**config.mk**
```make
export PLATFORM = sky130hd
export DESIGN_NAME = link_liveness_watchdog_backoff_top
export DESIGN_NICKNAME = d
export VERILOG_FILES = /design/src/sv/llwb_pkg.sv /design/src/sv/llwb_history.sv /design/src/sv/link_liveness_watchdog_backoff_top.sv
export SDC_FILE = /design/constraint.sdc
export NUM_CORES = 2
export LEC_CHECK = 0
export BUFFER_PORTS_ARGS = -buffer_cell sky130_fd_sc_hd__buf_2
export CELL_PAD_IN_SITES_DETAIL_PLACEMENT = 1
export CELL_PAD_IN_SITES_GLOBAL_PLACEMENT = 1
export CORE_MARGIN = 5
export CORE_UTILIZATION = 49
export CTS_CLUSTER_DIAMETER = 40
export DETAILED_ROUTE_END_ITERATION = 16
export GPL_ROUTABILITY_DRIVEN = 0
export PLACE_DENSITY_LB_ADDON = 0.1
export SLEW_MARGIN = 20
export SYNTH_ARGS = -nofsm -noshare
export SYNTH_HDL_FRONTEND = slang
export SYNTH_SLANG_ARGS = --single-unit
```
**constraint.sdc**
```tcl
create_clock -name clk -period 32.5 [get_ports clk]
set_input_delay 6.5 -clock clk [delete_from_list [all_inputs] [get_ports clk]]
set_output_delay 6.5 -clock clk [all_outputs]
set_load 0.005 [all_outputs]
```
**src/sv/llwb_pkg.sv**
```systemverilog
// llwb_pkg: shared types, codes and constants for the link liveness watchdog
// used by llwb_history and link_liveness_watchdog_backoff_top; no dependencies
package llwb_pkg;

    // sizing of the interval history and the backoff schedule
    localparam int HISTORY_DEPTH = 5;
    localparam int BACKOFF_STEPS = 7;

    localparam int HCNT_W  = $clog2(HISTORY_DEPTH + 1);
    localparam int BSTEP_W = (BACKOFF_STEPS > 1) ? $clog2(BACKOFF_STEPS) : 1;
    localparam logic [BSTEP_W-1:0] BSTEP_LAST = BSTEP_W'(BACKOFF_STEPS - 1);

    // backoff delays in milliseconds
    localparam int TABLE_LEN = 7;
    localparam logic [15:0] BACKOFF_TABLE [TABLE_LEN] = '{
        16'd0, 16'd1000, 16'd2000, 16'd5000, 16'd10000, 16'd15000, 16'd30000
    };
    localparam int TABLE_LAST = (BACKOFF_STEPS - 1 < TABLE_LEN - 1) ?
                                (BACKOFF_STEPS - 1) : (TABLE_LEN - 1);

    localparam logic [13:0] MIN_JITTER_RANGE = 14'd100;
    localparam logic [19:0] INTERVAL_MAX     = 20'hFFFFF;

    // register reset values
    localparam logic [3:0]  MISS_THRESHOLD_RST = 4'd3;
    localparam logic [17:0] MIN_TIMEOUT_RST    = 18'd15000;
    localparam logic [17:0] MAX_TIMEOUT_RST    = 18'd120000;

    // register indexes (word address bits)
    localparam logic [1:0] REG_MISS_THRESHOLD = 2'd0;
    localparam logic [1:0] REG_MIN_TIMEOUT    = 2'd1;
    localparam logic [1:0] REG_MAX_TIMEOUT    = 2'd2;

    // event codes
    localparam logic [1:0] CMD_TICK      = 2'd0;
    localparam logic [1:0] CMD_HEARTBEAT = 2'd1;
    localparam logic [1:0] CMD_SET_STATE = 2'd2;
    localparam logic [1:0] CMD_RECONNECT = 2'd3;

    // session states
    localparam logic [1:0] SESS_DISCONNECTED   = 2'd0;
    localparam logic [1:0] SESS_CONNECTING     = 2'd1;
    localparam logic [1:0] SESS_AUTHENTICATING = 2'd2;
    localparam logic [1:0] SESS_CONNECTED      = 2'd3;

    typedef struct packed {
        logic [1:0]  command;
        logic [1:0]  session_state_in;
        logic        immediate;
        logic [15:0] jitter_draw;
    } item_t;

    typedef struct packed {
        logic        liveness_expired;
        logic        reconnect_due;
        logic [15:0] scheduled_delay_ms;
        logic        schedule_kept;
        logic [17:0] armed_timeout_ms;
    } result_t;

    // history control from the event logic
    typedef struct packed {
        logic        push;
        logic        clear;
        logic [19:0] interval;
    } hist_ctrl_t;

    typedef struct packed {
        logic [3:0]  miss_threshold;
        logic [17:0] min_timeout_ms;
        logic [17:0] max_timeout_ms;
    } cfg_t;

    // base backoff delay for a step, clamped to the last table entry
    function automatic logic [15:0] backoff_base(input logic [BSTEP_W-1:0] step);
        logic [15:0] d;
        d = BACKOFF_TABLE[TABLE_LAST];
        for (int i = 0; i < TABLE_LAST; i++)
        begin
            if (int'(step) == i)
            begin
                d = BACKOFF_TABLE[i];
            end
        end
        return d;
    endfunction

endpackage

```
**src/sv/llwb_history.sv**
```systemverilog
// llwb_history: heartbeat interval history and armed timeout calculation
// depends on llwb_pkg
module llwb_history
    import llwb_pkg::*;
(
    input  logic        clk,
    input  logic        rst_n,
    input  hist_ctrl_t  ctrl,
    input  cfg_t        cfg,
    output logic [17:0] timeout_ms
);

    logic [19:0]       hist_reg   [HISTORY_DEPTH];
    logic [19:0]       hist_next  [HISTORY_DEPTH];
    logic [19:0]       shift_val  [HISTORY_DEPTH];
    logic [HCNT_W-1:0] cnt_reg;
    logic [HCNT_W-1:0] cnt_next;
    logic              full;
    logic [19:0]       longest;
    logic [23:0]       product;
    logic [23:0]       clamped;

    assign full = (cnt_reg == HCNT_W'(HISTORY_DEPTH));

    // value each entry takes when the history shifts down
    for (genvar g = 0; g < HISTORY_DEPTH; g++)
    begin : g_entry
        if (g == HISTORY_DEPTH - 1)
        begin : g_last
            assign shift_val[g] = ctrl.interval;
        end
        else
        begin : g_mid
            assign shift_val[g] = hist_reg[g + 1];
        end
    end

    always_comb
    begin
        cnt_next = cnt_reg;
        for (int i = 0; i < HISTORY_DEPTH; i++)
        begin
            hist_next[i] = hist_reg[i];
            if (ctrl.push)
            begin
                if (full)
                begin
                    hist_next[i] = shift_val[i];
                end
                else if (cnt_reg == HCNT_W'(i))
                begin
                    hist_next[i] = ctrl.interval;
                end
            end
        end
        if (ctrl.clear)
        begin
            cnt_next = '0;
        end
        else if (ctrl.push && !full)
        begin
            cnt_next = cnt_reg + 1'b1;
        end
    end

    // longest interval over the entries held after this update
    always_comb
    begin
        longest = '0;
        for (int i = 0; i < HISTORY_DEPTH; i++)
        begin
            if ((HCNT_W'(i) < cnt_next) && (hist_next[i] > longest))
            begin
                longest = hist_next[i];
            end
        end
    end

    assign product = longest * cfg.miss_threshold;

    always_comb
    begin
        clamped = product;
        if (clamped > {6'd0, cfg.max_timeout_ms})
        begin
            clamped = {6'd0, cfg.max_timeout_ms};
        end
        if (clamped < {6'd0, cfg.min_timeout_ms})
        begin
            clamped = {6'd0, cfg.min_timeout_ms};
        end
        if ((cnt_next == '0) || (longest == '0))
        begin
            timeout_ms = '0;
        end
        else
        begin
            timeout_ms = clamped[17:0];
        end
    end

    always_ff @(posedge clk)
    begin
        hist_reg <= hist_next;
    end

    always_ff @(posedge clk or negedge rst_n)
    begin
        if (!rst_n)
        begin
            cnt_reg <= '0;
        end
        else
        begin
            cnt_reg <= cnt_next;
        end
    end

endmodule

```
**src/sv/link_liveness_watchdog_backoff_top.sv**
```systemverilog
// link_liveness_watchdog_backoff_top: link supervisor with liveness watchdog and reconnect backoff
// an item transfer reaches its result through the input register, then the result register
// throughput: one item per cycle while result_stall is low; input register refills as results drain
// reset: rst_n clears session, timers, backoff step and history count; registers take 3/15000/120000
// history entries are not reset, only entries below the fill count are ever read
// depends on llwb_pkg and llwb_history
module link_liveness_watchdog_backoff_top
    import llwb_pkg::*;
(
    input  logic        clk,
    input  logic        rst_n,
    // event channel
    input  logic        item_valid,
    output logic        item_stall,
    input  item_t       item,
    // result channel
    output logic        result_valid,
    input  logic        result_stall,
    output result_t     result,
    // register port
    input  logic        psel,
    input  logic        penable,
    input  logic        pwrite,
    input  logic [3:0]  paddr,
    input  logic [31:0] pwdata,
    output logic [31:0] prdata,
    output logic        pready
);

    // ---------------------------------------------------------------
    // configuration registers
    // ---------------------------------------------------------------
    cfg_t cfg_reg;
    logic cfg_wr;

    assign pready = 1'b1;
    assign cfg_wr = psel & penable & pwrite;

    always_ff @(posedge clk or negedge rst_n)
    begin
        if (!rst_n)
        begin
            cfg_reg.miss_threshold <= MISS_THRESHOLD_RST;
            cfg_reg.min_timeout_ms <= MIN_TIMEOUT_RST;
            cfg_reg.max_timeout_ms <= MAX_TIMEOUT_RST;
        end
        else if (cfg_wr)
        begin
            case (paddr[3:2])
                REG_MISS_THRESHOLD: cfg_reg.miss_threshold <= pwdata[3:0];
                REG_MIN_TIMEOUT:    cfg_reg.min_timeout_ms <= pwdata[17:0];
                REG_MAX_TIMEOUT:    cfg_reg.max_timeout_ms <= pwdata[17:0];
                default:            ;  // unmapped word, write dropped
            endcase
        end
    end

    always_comb
    begin
        case (paddr[3:2])
            REG_MISS_THRESHOLD: prdata = {28'd0, cfg_reg.miss_threshold};
            REG_MIN_TIMEOUT:    prdata = {14'd0, cfg_reg.min_timeout_ms};
            REG_MAX_TIMEOUT:    prdata = {14'd0, cfg_reg.max_timeout_ms};
            default:            prdata = '0;
        endcase
    end

    // ---------------------------------------------------------------
    // transfer handling: input register feeds the result register
    // ---------------------------------------------------------------
    logic    s1_valid_reg;
    item_t   s1_item_reg;
    logic    s1_adv;
    logic    res_valid_reg;
    result_t res_reg;
    result_t res_next;

    // the held item moves on whenever the result register is free or draining
    assign s1_adv       = s1_valid_reg && (!res_valid_reg || !result_stall);
    assign item_stall   = s1_valid_reg && !s1_adv;
    assign result_valid = res_valid_reg;
    assign result       = res_reg;

    always_ff @(posedge clk or negedge rst_n)
    begin
        if (!rst_n)
        begin
            s1_valid_reg  <= 1'b0;
            res_valid_reg <= 1'b0;
        end
        else
        begin
            if (!item_stall)
            begin
                s1_valid_reg <= item_valid;
            end
            if (s1_adv)
            begin
                res_valid_reg <= 1'b1;
            end
            else if (!result_stall)
            begin
                res_valid_reg <= 1'b0;
            end
        end
    end

    always_ff @(posedge clk)
    begin
        if (item_valid && !item_stall)
        begin
            s1_item_reg <= item;
        end
        if (s1_adv)
        begin
            res_reg <= res_next;
        end
    end

    // ---------------------------------------------------------------
    // supervisor state
    // ---------------------------------------------------------------
    logic [1:0]         session_reg,   session_next;
    logic               clk_valid_reg, clk_valid_next;
    logic [31:0]        hb_clock_reg,  hb_clock_next;
    logic [31:0]        last_hb_reg,   last_hb_next;
    logic [17:0]        live_rem_reg,  live_rem_next;
    logic               live_act_reg,  live_act_next;
    logic [BSTEP_W-1:0] bstep_reg,     bstep_next;
    logic [15:0]        rc_rem_reg,    rc_rem_next;
    logic               rc_act_reg,    rc_act_next;

    hist_ctrl_t  hctrl;
    logic [17:0] timeout_ms;
    logic [31:0] interval_raw;
    logic [19:0] interval_sat;
    logic        hb_eval;
    logic [15:0] base_delay;
    logic [13:0] jit_range;
    logic [29:0] jit_product;
    logic [15:0] req_delay;

    llwb_history u_history (
        .clk        (clk),
        .rst_n      (rst_n),
        .ctrl       (hctrl),
        .cfg        (cfg_reg),
        .timeout_ms (timeout_ms)
    );

    // wrapped heartbeat interval, saturated to the history width
    assign interval_raw = hb_clock_reg - last_hb_reg;
    assign interval_sat = (|interval_raw[31:20]) ? INTERVAL_MAX : interval_raw[19:0];

    // only a heartbeat on a connected session with a running clock measures
    assign hb_eval = (s1_item_reg.command == CMD_HEARTBEAT)
                     && (session_reg == SESS_CONNECTED) && clk_valid_reg;

    // backoff delay with jitter scaled from the draw, a quarter of the base but at least 100
    assign base_delay  = backoff_base(bstep_reg);
    assign jit_range   = (base_delay[15:2] < MIN_JITTER_RANGE) ? MIN_JITTER_RANGE
                                                               : base_delay[15:2];
    assign jit_product = s1_item_reg.jitter_draw * jit_range;

    always_comb
    begin
        if (s1_item_reg.immediate || (base_delay == '0))
        begin
            req_delay = s1_item_reg.immediate ? 16'd0 : base_delay;
        end
        else
        begin
            req_delay = base_delay + {2'd0, jit_product[29:16]};
        end
    end

    always_comb
    begin
        session_next   = session_reg;
        clk_valid_next = clk_valid_reg;
        hb_clock_next  = hb_clock_reg;
        last_hb_next   = last_hb_reg;
        live_rem_next  = live_rem_reg;
        live_act_next  = live_act_reg;
        bstep_next     = bstep_reg;
        rc_rem_next    = rc_rem_reg;
        rc_act_next    = rc_act_reg;
        hctrl.push     = 1'b0;
        hctrl.clear    = 1'b0;
        hctrl.interval = interval_sat;
        res_next       = '0;

        case (s1_item_reg.command)
            CMD_TICK:
            begin
                if (clk_valid_reg)
                begin
                    hb_clock_next = hb_clock_reg + 32'd1;
                end
                // reconnect timer first, against the session before this tick
                if (rc_act_reg)
                begin
                    if (rc_rem_reg <= 16'd1)
                    begin
                        rc_act_next            = 1'b0;
                        rc_rem_next            = '0;
                        res_next.reconnect_due = (session_reg == SESS_DISCONNECTED);
                    end
                    else
                    begin
                        rc_rem_next = rc_rem_reg - 16'd1;
                    end
                end
                if (live_act_reg)
                begin
                    if (live_rem_reg <= 18'd1)
                    begin
                        live_act_next             = 1'b0;
                        live_rem_next             = '0;
                        res_next.liveness_expired = 1'b1;
                        // link lost: drop the watchdog and reconnect at once
                        if (session_reg != SESS_DISCONNECTED)
                        begin
                            clk_valid_next = 1'b0;
                            hb_clock_next  = '0;
                            last_hb_next   = '0;
                            hctrl.clear    = 1'b1;
                            session_next   = SESS_DISCONNECTED;
                            bstep_next     = '0;
                            rc_act_next    = 1'b1;
                            rc_rem_next    = '0;
                        end
                    end
                    else
                    begin
                        live_rem_next = live_rem_reg - 18'd1;
                    end
                end
            end

            CMD_HEARTBEAT:
            begin
                if ((session_reg == SESS_CONNECTED) && !clk_valid_reg)
                begin
                    // first heartbeat starts the clock
                    clk_valid_next = 1'b1;
                    hb_clock_next  = '0;
                    last_hb_next   = '0;
                end
                else if (hb_eval)
                begin
                    hctrl.push   = (interval_raw != '0);
                    last_hb_next = hb_clock_reg;
                    res_next.armed_timeout_ms = timeout_ms;
                    if (timeout_ms != '0)
                    begin
                        live_act_next = 1'b1;
                        live_rem_next = timeout_ms;
                    end
                end
            end

            CMD_SET_STATE:
            begin
                session_next = s1_item_reg.session_state_in;
            end

            default:  // reconnect request
            begin
                res_next.scheduled_delay_ms = req_delay;
                if (s1_item_reg.immediate)
                begin
                    bstep_next = '0;
                end
                else if (bstep_reg < BSTEP_LAST)
                begin
                    bstep_next = bstep_reg + 1'b1;
                end
                // a running timer that fires no later is left alone
                if (rc_act_reg && !s1_item_reg.immediate && (rc_rem_reg <= req_delay))
                begin
                    res_next.schedule_kept = 1'b1;
                end
                else
                begin
                    session_next = SESS_DISCONNECTED;
                    rc_act_next  = 1'b1;
                    rc_rem_next  = req_delay;
                end
            end
        endcase

        // history moves only with the item
        if (!s1_adv)
        begin
            hctrl.push  = 1'b0;
            hctrl.clear = 1'b0;
        end
    end

    always_ff @(posedge clk or negedge rst_n)
    begin
        if (!rst_n)
        begin
            session_reg   <= SESS_DISCONNECTED;
            clk_valid_reg <= 1'b0;
            hb_clock_reg  <= '0;
            last_hb_reg   <= '0;
            live_rem_reg  <= '0;
            live_act_reg  <= 1'b0;
            bstep_reg     <= '0;
            rc_rem_reg    <= '0;
            rc_act_reg    <= 1'b0;
        end
        else if (s1_adv)
        begin
            session_reg   <= session_next;
            clk_valid_reg <= clk_valid_next;
            hb_clock_reg  <= hb_clock_next;
            last_hb_reg   <= last_hb_next;
            live_rem_reg  <= live_rem_next;
            live_act_reg  <= live_act_next;
            bstep_reg     <= bstep_next;
            rc_rem_reg    <= rc_rem_next;
            rc_act_reg    <= rc_act_next;
        end
    end

`ifndef SYNTHESIS
    // expiry on a live session leaves an immediate reconnect pending
    a_expiry_reconnects: assert property (@(posedge clk) disable iff (!rst_n)
        s1_adv && (s1_item_reg.command == CMD_TICK) && live_act_reg
        && (live_rem_reg <= 18'd1) && (session_reg != SESS_DISCONNECTED)
        |=> rc_act_reg && (rc_rem_reg == 16'd0) && (session_reg == SESS_DISCONNECTED))
        else $error("liveness expiry did not start an immediate reconnect");

    // a reported armed timeout always leaves the liveness timer running
    a_armed_active: assert property (@(posedge clk) disable iff (!rst_n)
        s1_adv && (res_next.armed_timeout_ms != 18'd0) |=> live_act_reg)
        else $error("armed timeout without active liveness timer");

    // the heartbeat clock stays at zero while it is not running
    a_clock_idle: assert property (@(posedge clk) disable iff (!rst_n)
        !clk_valid_reg |-> (hb_clock_reg == 32'd0))
        else $error("heartbeat clock moved while not valid");

    // a full input register behind a stalled result must hold off new transfers
    a_backpressure: assert property (@(posedge clk) disable iff (!rst_n)
        s1_valid_reg && res_valid_reg && result_stall |-> item_stall)
        else $error("input accepted while the pipeline is blocked");
`endif

endmodule

```
==> results_dict.tcl <==
set metrics [dict create \
    outcome "finished clean" \
    holdPathEnd "result_valid" \
    nets 4353 \
    arrival_ns 30.42 \
    htree_levels 2 \
    synth_flop_cell "dfrtp_1" \
    die_area_um2 68700 \
    holdWs_ns 0.490 \
    drc 0 \
    crit_type "in2reg" \
    num_io_pins 136 \
    synth_area_um2 31100 \
    min_from "s1_valid_reg" \
    reg2reg_to "live_rem_reg[16]" \
    ctsHoldBuffers 0 \
    yosys.area_share.adder_pct 24.4 \
    dp_slack_ns 2.17 \
    synthSimpleGateAreaFrac_pct 20.0 \
    place.port_buffers 104 \
    ys_async_sr_fraction_pct 48.9 \
    grt_max_degree 88 \
    critPathTopFamily "compound AO/OA/AOI/OAI gates" \
    fillerInstances 7548 \
    postRouteAntennaNets 0 \
    rsz0062_at_grt "false" \
    tightestPinTransition_ns 1.26 \
    tritoncts "yes" \
    first_iter_violations 1903 \
    end_kind "register" \
    grt_pass1_vias 30638 \
    cts_buffer_depth 3 \
    slew-limit-headroom_pct 15.5 \
    cp_slowest_cell "o21a_1" \
    die_h_um 262 \
    startpoint "result_stall" \
    clock_latency_ns 0.65 \
    wl_met2_mm 51.7 \
    num_rows 92 \
    syn_to_final_growth_pct 10.8 \
    r2r_cells 105 \
    layout_common_cells "398 x inv_1, 378 x nand2_1, 323 x ha_1" \
    hp-class "reg2reg" \
    drtPass1Iterations 5 \
    antenna_found_initial 0 \
    cts_setup_buffers 0 \
    num_vias 28735 \
    grt_use_total_pct 30.5 \
    clockRootBuffer "clkbuf_16" \
    fmaxAchievable_mhz 33.4 \
    synth-seq-cells 309 \
    hold_depth 1 \
    setup_violations 0 \
    synth_top_family_by_area "adder cells" \
    clock-sinks 309 \
    numCtsBuffers 61 \
    ys_seq_area_share_pct 24.2 \
    slew_viol_final 0 \
    fin_ws_ns 2.53 \
    post-route-min-period_ns 29.97 \
    path_clk_slew_ns 0.05 \
    dieWidth_um 262 \
    drt-total-wl_mm 107 \
    cp_max_fo 39 \
    grt_pass1_wl_mm 168 \
    yosys_warnings 0 \
    required_ns 32.95 \
    muxShareOfSynthArea_pct 2.33 \
    start_util_pct 49.5 \
    post_drt_wl_per_cell_um 22.9 \
    core_um2 63000 \
    fin_tns_setup_ns 0 \
    cts_resized 0 \
    synth_xor_area_share_pct 1.97 \
    critPathMaxStageDelay_ns 0.85 \
    grt_overflow_total 0 \
    r2r-start "hb_clock_reg[0]" \
    hold_viol 0 \
    largest_reg_flops 100 \
    worstPathBufferInverterCount 6 \
    met3_length_mm 6.26 \
    route.top_layer_used "met4" \
    ff2ff_setup_slack_ns 5.72 \
    mostFrequentLayoutCell "inv_1" \
    cap_violations 0 \
    syn_inst 3760 \
    dpl.hpwl_mm 82.1 \
    synth_compound_area_share_pct 19.5 \
    fin_crit_sh_pct 92.2 \
    via_per_inst 6.13 \
    synth_edf_count 58 \
    drive_gt1_share_pct 9.64 \
    avgSynthCellArea_um2 8.28 \
    cp-start-kind "primary input" \
    n_antenna_cell 0 \
    met1_length_mm 44.3 \
    synth.distinct_cells 99 \
    finClkSkew_ns 0.0424 \
]
[worst reg2reg max path: cells and delay by family, from the launching register on]
family | cells | cell delay [ns]
compound gates | 46 | 11.70
simple gates | 38 | 8.45
fa+ha+maj | 11 | 3.79
buf+inv | 7 | 1.52
mux | 2 | 0.51
flops | 1 | 0.41
xor+xnor | 1 | 0.20
[final cells by class]
cell class | count | area [um^2] | share of cell area [%]
clock buffer | 70 | 1580 | 4.58
clock inverter | 44 | 564 | 1.64
inverter | 402 | 1510 | 4.37
multi-input combinational | 2865 | 21400 | 62.0
sequential | 309 | 7540 | 21.9
tap | 846 | 1060 | 3.07
timing repair buffer | 149 | 865 | 2.51
[worst max path at each step]
| stage | end | slack, ns | cells past startpoint |
|---|---|---|---|
| after floorplan | live_rem_reg[10] | 5.49 | 117 |
| after global placement | live_rem_reg[11] | 2.77 | 104 |
| after detailed placement | live_rem_reg[16] | 2.17 | 107 |
| after CTS | live_rem_reg[16] | 2.60 | 104 |
| after global routing | live_rem_reg[17] | 1.02 | 105 |
| final | live_rem_reg[16] | 2.53 | 98 |
[synth_stat cells, drive strengths merged (30+ instances only)]
master    n  share of area [%]
fa      178                 11
nor3     65                1.0
o22ai    62                1.2
nor2b    50                1.0
nand3    95                1.5
inv     399                4.8
xnor2    41                1.2
o21ai   280                4.6
dfxtp   100                6.4
mux2i    37                1.2
a21oi   211                3.4
nand2b   37               0.75
clkbuf  151                1.8
and3     43               0.86
edfxtp   58                5.6
mux2     30                1.1
and2    151                3.0
a31oi    37               0.74
buf      46               0.86
ha      323                 13
nor2    268                3.2
nand2   379                4.6
a22o     32               0.90
a21o     69                1.7
nand4    62                1.3
dfrtp   135                 11
[logic make-up after synthesis]
kind of cell	count (synthesis)
AO/OA/AOI/OAI	946
AND/OR/NAND/NOR	1266
other	2
multiplexers	67
buffers and inverters	599
flip-flops	309
XOR/XNOR	70
adder cells (fa/ha/maj)	501
[through the flow]
step	utilization (%)	std cells	area [um^2]
finish	54.8	4685	34500
global route	54.8	4685	34500
CTS	54.8	4685	34500
detailed placement	51.4	4571	32300
global placement	51.4	4571	32300
floorplan	-	3773	31200
[per-layer routing]
metal	global-route usage (%)	vias up
met1	38.0	14490
met4	12.4	0
met2	52.4	838
li1	-	13153
met3	5.46	254
met5	0	-
Power is not shown: default switching activity piles up to over one toggle a cycle in this logic, so the estimate is an artifact.
